**config.mk**
```make
export PLATFORM = sky130hd
export DESIGN_NAME = wildcard_glob_matcher
export DESIGN_NICKNAME = d
export VERILOG_FILES = /design/src/sv/gwm_pkg.sv /design/src/sv/gwm_ram.sv /design/src/sv/gwm_seq.sv /design/src/sv/wildcard_glob_matcher.sv
export SDC_FILE = /design/constraint.sdc
export NUM_CORES = 1
export LEC_CHECK = 0
export ABC_AREA = 0
export BUFFER_PORTS_ARGS = -buffer_cell sky130_fd_sc_hd__buf_2
export CAP_MARGIN = 0
export CORE_MARGIN = 1.5
export CORE_UTILIZATION = 60
export DETAILED_ROUTE_END_ITERATION = 6
export MAX_ROUTING_LAYER = met4
export PLACE_DENSITY = 0.77
export SYNTH_ARGS = -nofsm -noshare
export SYNTH_HDL_FRONTEND = slang
export SYNTH_SLANG_ARGS = --single-unit
```
**constraint.sdc**
```tcl
create_clock -name clk_i -period 5.04 [get_ports clk_i]
set_clock_uncertainty 0.1 [all_clocks]
set_input_delay 1.008 -clock clk_i [delete_from_list [all_inputs] [get_ports clk_i]]
set_output_delay 1.008 -clock clk_i [all_outputs]
set_load 0.005 [all_outputs]
```
**src/sv/gwm_pkg.sv**
```systemverilog
package gwm_pkg;

  // request opcodes
  localparam logic [1:0] OpPatAppend = 2'd0;
  localparam logic [1:0] OpPatClear  = 2'd1;
  localparam logic [1:0] OpSymAppend = 2'd2;
  localparam logic [1:0] OpEvaluate  = 2'd3;

  localparam logic [7:0] ChAnyOne = 8'h3F;  // '?'
  localparam logic [7:0] ChAnyRun = 8'h2A;  // '*'

  typedef struct packed {
    logic [1:0] opcode;
    logic [7:0] char_byte;
  } gwm_req_t;

  typedef struct packed {
    logic matched;
    logic overflow;
  } gwm_rsp_t;

  // microprogram addresses
  typedef logic [2:0] step_t;
  localparam step_t StIdle    = 3'd0;
  localparam step_t StFetch   = 3'd1;
  localparam step_t StCmp     = 3'd2;
  localparam step_t StBackChk = 3'd3;
  localparam step_t StTFetch  = 3'd4;
  localparam step_t StTCmp    = 3'd5;
  localparam step_t StDone    = 3'd6;

  typedef enum logic [2:0] {
    TstEval,
    TstSymDone,
    TstPatDone,
    TstHit,
    TstStar,
    TstHaveStar,
    TstOutFree
  } test_e;

  typedef enum logic [2:0] {
    DpNone,
    DpInit,
    DpStep,
    DpBack,
    DpPInc,
    DpPass,
    DpFail,
    DpEmit
  } op_e;

  typedef struct packed {
    test_e test;
    op_e   op_t;
    op_e   op_f;
    step_t next_t;
    step_t next_f;
  } ctrl_t;

  // datapath status seen by the sequencer
  typedef struct packed {
    logic eval;
    logic sym_done;
    logic pat_done;
    logic hit;
    logic star;
    logic have_star;
    logic out_free;
  } gwm_cond_t;

  function automatic ctrl_t ucode_rom(input step_t addr);
    ctrl_t w;
    unique case (addr)
      StIdle:    w = '{TstEval,     DpInit, DpNone, StFetch,  StIdle};
      StFetch:   w = '{TstSymDone,  DpNone, DpNone, StTFetch, StCmp};
      StCmp:     w = '{TstHit,      DpStep, DpNone, StFetch,  StBackChk};
      StBackChk: w = '{TstHaveStar, DpBack, DpFail, StFetch,  StDone};
      StTFetch:  w = '{TstPatDone,  DpPass, DpNone, StDone,   StTCmp};
      StTCmp:    w = '{TstStar,     DpPInc, DpFail, StTFetch, StDone};
      StDone:    w = '{TstOutFree,  DpEmit, DpNone, StIdle,   StDone};
      default:   w = '{TstEval,     DpNone, DpNone, StIdle,   StIdle};
    endcase
    return w;
  endfunction

endpackage

```
**src/sv/gwm_ram.sv**
```systemverilog
module gwm_ram #(
  parameter int Depth = 64,
  parameter int AddrW = 6
) (
  input  logic             clk_i,
  input  logic             we_i,
  input  logic [AddrW-1:0] waddr_i,
  input  logic [7:0]       wdata_i,
  input  logic [AddrW-1:0] raddr_i,
  output logic [7:0]       rdata_o
);

  logic [7:0] mem_q [Depth];
  logic [7:0] rdata_q;

  always_ff @(posedge clk_i) begin
    if (we_i) begin
      mem_q[waddr_i] <= wdata_i;
    end
    rdata_q <= mem_q[raddr_i];
  end

  assign rdata_o = rdata_q;

endmodule

```
**src/sv/gwm_seq.sv**
```systemverilog
module gwm_seq
  import gwm_pkg::*;
(
  input  logic      clk_i,
  input  logic      rst_ni,
  input  gwm_cond_t cond_i,
  output op_e       op_o,
  output logic      idle_o
);

  step_t step_q, step_d;
  ctrl_t cw;
  logic  take;

  assign cw = ucode_rom(step_q);

  always_comb begin
    case (cw.test)
      TstEval:     take = cond_i.eval;
      TstSymDone:  take = cond_i.sym_done;
      TstPatDone:  take = cond_i.pat_done;
      TstHit:      take = cond_i.hit;
      TstStar:     take = cond_i.star;
      TstHaveStar: take = cond_i.have_star;
      TstOutFree:  take = cond_i.out_free;
      default:     take = 1'b0;
    endcase
  end

  assign step_d = take ? cw.next_t : cw.next_f;
  assign op_o   = take ? cw.op_t : cw.op_f;
  assign idle_o = (step_q == StIdle);

  always_ff @(posedge clk_i or negedge rst_ni) begin
    if (!rst_ni) begin
      step_q <= StIdle;
    end else begin
      step_q <= step_d;
    end
  end

endmodule

```
**src/sv/wildcard_glob_matcher.sv**
```systemverilog
// channel | direction | handshake              | payload
// request | in        | in_valid_i / in_stall_o   | in_req_i  (opcode, char_byte)
// result  | out       | out_valid_o / out_stall_i | out_rsp_o (matched, overflow)
//
// Append and clear requests are taken while the block is idle and leave it idle.
// Evaluate runs a microcoded walk over pattern and symbol, backtracking to
// the most recent star, through the single read port of each byte store;
// input is stalled during the walk.
// The result sits in an output register; loads continue while it waits.
// Reset clears counts, overflow flags, the result valid flag and the sequencer, not the stores.
module wildcard_glob_matcher
  import gwm_pkg::*;
#(
  parameter int PATTERN_MAX = 64,
  parameter int SYMBOL_MAX  = 64
) (
  input  logic     clk_i,
  input  logic     rst_ni,
  input  logic     in_valid_i,
  output logic     in_stall_o,
  input  gwm_req_t in_req_i,
  output logic     out_valid_o,
  input  logic     out_stall_i,
  output gwm_rsp_t out_rsp_o
);

  localparam int PW = $clog2(PATTERN_MAX + 1);
  localparam int SW = $clog2(SYMBOL_MAX + 1);
  localparam int PA = (PATTERN_MAX > 1) ? $clog2(PATTERN_MAX) : 1;
  localparam int SA = (SYMBOL_MAX > 1) ? $clog2(SYMBOL_MAX) : 1;

  logic [PW-1:0] pat_cnt_q, pat_cnt_d;
  logic [SW-1:0] sym_cnt_q, sym_cnt_d;
  logic          pat_ovf_q, pat_ovf_d;
  logic          sym_ovf_q, sym_ovf_d;

  logic [PW-1:0] p_q, p_d, star_p_q, star_p_d;
  logic [SW-1:0] s_q, s_d, star_s_q, star_s_d;
  logic          have_star_q, have_star_d;
  logic          match_q, match_d;

  logic          out_valid_q;
  gwm_rsp_t      out_rsp_q;

  logic          idle;
  logic          in_acc;
  logic          pat_we, sym_we;
  logic [7:0]    pat_rd, sym_rd;
  gwm_cond_t     cond;
  op_e           op;

  assign in_stall_o = !idle;
  assign in_acc     = in_valid_i && idle;
  assign pat_we     = in_acc && (in_req_i.opcode == OpPatAppend) &&
                      (pat_cnt_q < PW'(PATTERN_MAX));
  assign sym_we     = in_acc && (in_req_i.opcode == OpSymAppend) &&
                      (sym_cnt_q < SW'(SYMBOL_MAX));

  gwm_ram #(.Depth(PATTERN_MAX), .AddrW(PA)) u_pat_ram (
    .clk_i   (clk_i),
    .we_i    (pat_we),
    .waddr_i (pat_cnt_q[PA-1:0]),
    .wdata_i (in_req_i.char_byte),
    .raddr_i (p_q[PA-1:0]),
    .rdata_o (pat_rd)
  );

  gwm_ram #(.Depth(SYMBOL_MAX), .AddrW(SA)) u_sym_ram (
    .clk_i   (clk_i),
    .we_i    (sym_we),
    .waddr_i (sym_cnt_q[SA-1:0]),
    .wdata_i (in_req_i.char_byte),
    .raddr_i (s_q[SA-1:0]),
    .rdata_o (sym_rd)
  );

  // store data is valid in the step after the address was held
  always_comb begin
    cond.eval      = in_valid_i && (in_req_i.opcode == OpEvaluate);
    cond.sym_done  = (s_q >= sym_cnt_q);
    cond.pat_done  = (p_q >= pat_cnt_q);
    cond.star      = (pat_rd == ChAnyRun);
    cond.hit       = !cond.pat_done &&
                     (cond.star || pat_rd == ChAnyOne || pat_rd == sym_rd);
    cond.have_star = have_star_q;
    cond.out_free  = !out_valid_q || !out_stall_i;
  end

  gwm_seq u_seq (
    .clk_i  (clk_i),
    .rst_ni (rst_ni),
    .cond_i (cond),
    .op_o   (op),
    .idle_o (idle)
  );

  // load side
  always_comb begin
    pat_cnt_d = pat_cnt_q;
    sym_cnt_d = sym_cnt_q;
    pat_ovf_d = pat_ovf_q;
    sym_ovf_d = sym_ovf_q;
    if (in_acc) begin
      case (in_req_i.opcode)
        OpPatAppend: begin
          if (pat_we) pat_cnt_d = pat_cnt_q + 1'b1;
          else        pat_ovf_d = 1'b1;
        end
        OpPatClear: begin
          pat_cnt_d = '0;
          pat_ovf_d = 1'b0;
        end
        OpSymAppend: begin
          if (sym_we) sym_cnt_d = sym_cnt_q + 1'b1;
          else        sym_ovf_d = 1'b1;
        end
        default: ;
      endcase
    end
    if (op == DpEmit) begin
      sym_cnt_d = '0;
      sym_ovf_d = 1'b0;
    end
  end

  // walk datapath
  always_comb begin
    p_d         = p_q;
    s_d         = s_q;
    star_p_d    = star_p_q;
    star_s_d    = star_s_q;
    have_star_d = have_star_q;
    match_d     = match_q;
    unique case (op)
      DpInit: begin
        p_d         = '0;
        s_d         = '0;
        have_star_d = 1'b0;
      end
      DpStep: begin
        p_d = p_q + 1'b1;
        if (cond.star) begin
          have_star_d = 1'b1;
          star_p_d    = p_q;
          star_s_d    = s_q;
        end else begin
          s_d = s_q + 1'b1;
        end
      end
      DpBack: begin
        p_d      = star_p_q + 1'b1;
        star_s_d = star_s_q + 1'b1;
        s_d      = star_s_q + 1'b1;
      end
      DpPInc: p_d = p_q + 1'b1;
      DpPass: match_d = 1'b1;
      DpFail: match_d = 1'b0;
      default: ;
    endcase
  end

  always_ff @(posedge clk_i or negedge rst_ni) begin
    if (!rst_ni) begin
      pat_cnt_q   <= '0;
      sym_cnt_q   <= '0;
      pat_ovf_q   <= 1'b0;
      sym_ovf_q   <= 1'b0;
      out_valid_q <= 1'b0;
    end else begin
      pat_cnt_q <= pat_cnt_d;
      sym_cnt_q <= sym_cnt_d;
      pat_ovf_q <= pat_ovf_d;
      sym_ovf_q <= sym_ovf_d;
      if (op == DpEmit)     out_valid_q <= 1'b1;
      else if (!out_stall_i) out_valid_q <= 1'b0;
    end
  end

  always_ff @(posedge clk_i) begin
    p_q         <= p_d;
    s_q         <= s_d;
    star_p_q    <= star_p_d;
    star_s_q    <= star_s_d;
    have_star_q <= have_star_d;
    match_q     <= match_d;
    if (op == DpEmit) begin
      out_rsp_q.matched  <= match_q;
      out_rsp_q.overflow <= pat_ovf_q || sym_ovf_q;
    end
  end

  assign out_valid_o = out_valid_q;
  assign out_rsp_o   = out_rsp_q;

  a_p_bound: assert property (@(posedge clk_i) disable iff (!rst_ni)
    !idle |-> (p_q <= pat_cnt_q))
    else $error("pattern index ran past the pattern count");

  a_s_bound: assert property (@(posedge clk_i) disable iff (!rst_ni)
    !idle |-> (s_q <= sym_cnt_q))
    else $error("symbol index ran past the symbol count");

  a_emit: assert property (@(posedge clk_i) disable iff (!rst_ni)
    (op == DpEmit) |=> (out_valid_o && sym_cnt_q == '0 && !sym_ovf_q))
    else $error("evaluate did not post a result and empty the symbol store");

endmodule

```
==> impl_metrics.toml <==
[outcome]
status = "finished, final reports clean"

[logic_synthesis]
synth_edf_count = 1056
synth_nets = 2006
syn_inst = 1973
synth_flop_cell = "edfxtp_1"
yosysSeqAreaShare = 0.757
syn_area_per_cell_sq_um = 21.8
mappedNetlistArea_sq_um = 42900
synth-async-reset-ratio = 0.0183
synth_warnings = 0
synth_seq_cells = 1092
yosysUniqueCellTypes = 53

[sta]
timing.setup.tns_ps = 0
finalHoldViolCount = 0
finalCritPeriodShare = 0.762
maxSlewViolCount = 0
fmax_mhz = 260
finalCriticalPeriod_ps = 3840
setup_viol = 0
slew_headroom = 0.213
worst_pin_slew_ps = 1170
hold_slack_ps = 224
rsz0062_at_grt = "no"

[clock_network]
postCtsHoldBufs = 0
clk_latency_ps = 660
cts_setup_buffers = 0
cts_tree = "built"
cts_made_buffers = 103
clock_sinks = 1092
cts_max_level = 3
clockRootBuffer = "clkbuf_16"
clk_path_buf_depth = 3
cts_resized = 0
clk_pin_slew_ps = 60

[drt]
wl_met1_microns = 37000
wl_per_cell_microns = 32.2
dr.pass1.iters = 6
ant_nets = 0
wl_microns = 98200
viasPerCell = 6.83
dr.first_iter.drc_count = 2872
wl_met3_microns = 7340
highest_layer = "met4"
num_vias = 20800
met2_length_microns = 49900
route.detailed.drc = 0

[global_routing]
grt_max_degree = 134
grtUsageTotal = 0.282
grt_antenna_before_repair = 0
grt_overflow = 0
grt_pass1_wl_microns = 144000
grt_pass1_vias = 20800

[critical_path]
crit_path_max_incr_delay_ps = 670
worstRegToRegCells = 7
path_buf_inv = 1
critical_path_required_ps = 5210
cp_max_fo = 14
crit_type = "reg2reg"
start_kind = "flip-flop"
end_kind = "flip-flop"
cp_slowest_cell = "nor2_1"
cp.depth = 7
crit_chain = "nor3_2, inv_2, nor3b_2, nand2b_1, nor3_1, nand2_1, nor2_1"
arrival_ps = 4020
crit_family = "simple AND/OR/NAND/NOR gates"

[place]
dpl_cell_area_sq_um = 44000
gp_congestion = 0.876
hpwlAfterDp_microns = 56800
placement.io_buffers = 17

[die]
initial_core_util = 0.610
top_level_ports = 18
die_h_microns = 271
core_sq_um = 70400
rows = 97
fp.dieW_microns = 271
dieArea_sq_um = 73200

[power]
power.total_mw = 22.7
power_switching_share = 0.259
comb_power_share = 0.197
intPower_mw = 16.8
netSwitchingPower_mw = 5.89
powerDensity_nw_per_um2 = 479
seqPwrFrac = 0.459
leakagePower_nw = 14.7
vdd_drop_max_mv = 0.460
clkPwrFrac = 0.344

[run]
drv_cap = 0

[final_layout]
fillers = 4224
fin_area_sq_um = 47400
area_growth_pct = 10.3
drive_gt1_frac = 0.258
nNetsFinal = 2060
diodes = 0

[worst_hold_path]
min_path_type = "in2async"
## flip-flops by register name, summed over array words and instances, names as in the netlist, 2 cells and up
| signal | count |
|---|---|
| u_sym_ram.mem_q | 512 |
| s_q | 7 |
| sym_cnt_q | 7 |
| u_pat_ram.rdata_o | 8 |
| out_rsp_o | 2 |
| p_q | 7 |
| u_pat_ram.mem_q | 512 |
| u_sym_ram.rdata_o | 8 |
| star_p_q | 7 |
| u_seq.step_q | 3 |
| pat_cnt_q | 7 |
| star_s_q | 7 |
## layout make-up
| cell class | count | area [sq um] | area share |
|---|---|---|---|
| Inverter | 23 | 86.3 | 0.00182 |
| Tap cell | 940 | 1180 | 0.0248 |
| Clock buffer | 141 | 2850 | 0.0602 |
| Timing Repair Buffer | 46 | 360 | 0.00760 |
| Clock inverter | 48 | 552 | 0.0116 |
| Sequential cell | 1092 | 32500 | 0.687 |
| Multi-Input combinational cell | 761 | 9830 | 0.207 |
## stage by stage
stage          setup WS [ps]  std cells  utilization
6_report                1200       3051        0.673
5_1_grt                  943       3051        0.673
4_1_cts                 1170       3051        0.673
3_5_place_dp            1020       2862        0.625
3_3_place_gp            1150       2862        0.625
2_1_floorplan           1470       1973            -
## placed cells by master (no fill, tap or decap), types with 3 or more instances in the layout
cell | synthesis | final
clkinvlp_4 | 0 | 4
nand4_1 | 6 | 6
nand3_1 | 33 | 33
or3_1 | 3 | 3
buf_2 | 17 | 9
o21ai_0 | 26 | 26
mux4_2 | 336 | 336
bufinv_16 | 0 | 11
buf_4 | 0 | 34
xnor2_1 | 16 | 16
dfrtp_1 | 20 | 20
dfxtp_1 | 16 | 16
or2_2 | 3 | 3
a21oi_1 | 20 | 20
edfxtp_1 | 1056 | 1056
clkinv_1 | 3 | 12
and3_1 | 6 | 6
clkbuf_8 | 0 | 9
ha_1 | 19 | 19
nand2b_1 | 6 | 6
nand2_1 | 59 | 59
clkinv_2 | 0 | 17
nor3_1 | 7 | 7
buf_12 | 0 | 3
inv_1 | 19 | 19
nor2b_1 | 5 | 5
clkbuf_16 | 0 | 105
xor2_1 | 8 | 8
o22ai_1 | 6 | 6
nor2_1 | 160 | 160
clkbuf_1 | 55 | 27
a31oi_1 | 5 | 5
o31ai_1 | 4 | 4
o211ai_1 | 3 | 3
## routing by layer
layer,GRT usage,vias up
met3,0.0394,206
met1,0.378,11100
met4,0.104,0
met2,0.451,1230
met5,-,-
li1,-,8345
## power groups by stage
stage | clock network (mW) | registers (mW) | logic (mW)
finish | 7.80 | 10.4 | 4.47
global route | 8.19 | 10.4 | 4.67
CTS | 7.86 | 10.4 | 4.49
detailed placement | 0 | 10.6 | 4.40
global placement | 0 | 10.6 | 4.33
floorplan | 0 | 10.4 | 3.28
## final timing paths
path	start	endpoint	slack [ps]
max	u_seq.step_q[0]$_DFF_PN0_	u_pat_ram.mem_q[40][0]$_DFFE_PP_	1200
min	rst_ni	out_valid_o$_DFFE_PN0P_	220
max reg2reg	u_seq.step_q[0]$_DFF_PN0_	u_pat_ram.mem_q[40][0]$_DFFE_PP_	1200
min reg2reg	match_q$_DFFE_PP_	out_rsp_o[1]$_DFFE_PN_	330
max in group asynchronous	rst_ni	sym_cnt_q[5]$_DFFE_PN0P_	4260
min in group clk_i	match_q$_DFFE_PP_	out_rsp_o[1]$_DFFE_PN_	330
## logic make-up after synthesis
logic type | Yosys count | share of synthesized area
multiplexers | 338 | 0.177
XOR/XNOR | 24 | 0.00489
AO/OA/AOI/OAI | 81 | 0.0114
buffers and inverters | 120 | 0.0138
adder cells (fa/ha/maj) | 19 | 0.00554
flip-flops | 1092 | 0.757
AND/OR/NAND/NOR | 299 | 0.0302
## Yosys cell counts (2+ instances only)
cell         n  area, sq um
clkinv_1     3         11.3
a21o_1       2         15.0
o31ai_1      4         30.0
clkbuf_1    55          206
xnor2_1     16          140
nand2b_1     6         37.5
buf_1        9         33.8
xor2_1       8         70.1
or3_1        3         18.8
and3_1       6         37.5
ha_1        19          238
mux4_2     336         7570
a22o_1       2         17.5
or2_2        3         18.8
nor3_1       7         35.0
nand4_1      6         37.5
a21boi_0     2         15.0
buf_6       16          180
nor2b_1      5         31.3
o21a_1       2         15.0
dfxtp_1     16          320
buf_2       17         85.1
a21oi_1     20          100
nand3_1     33          165
o211ai_1     3         22.5
o32ai_1      2         17.5
o41ai_1      2         17.5
nand2_1     59          221
inv_1       19         71.3
o21ai_0     26          130
dfrtp_1     20          500
o22ai_1      6         37.5
mux2_2       2         22.5
a31oi_1      5         31.3
nor2_1     160          601
edfxtp_1  1056        31700
(Power assumes the default switching activity.)
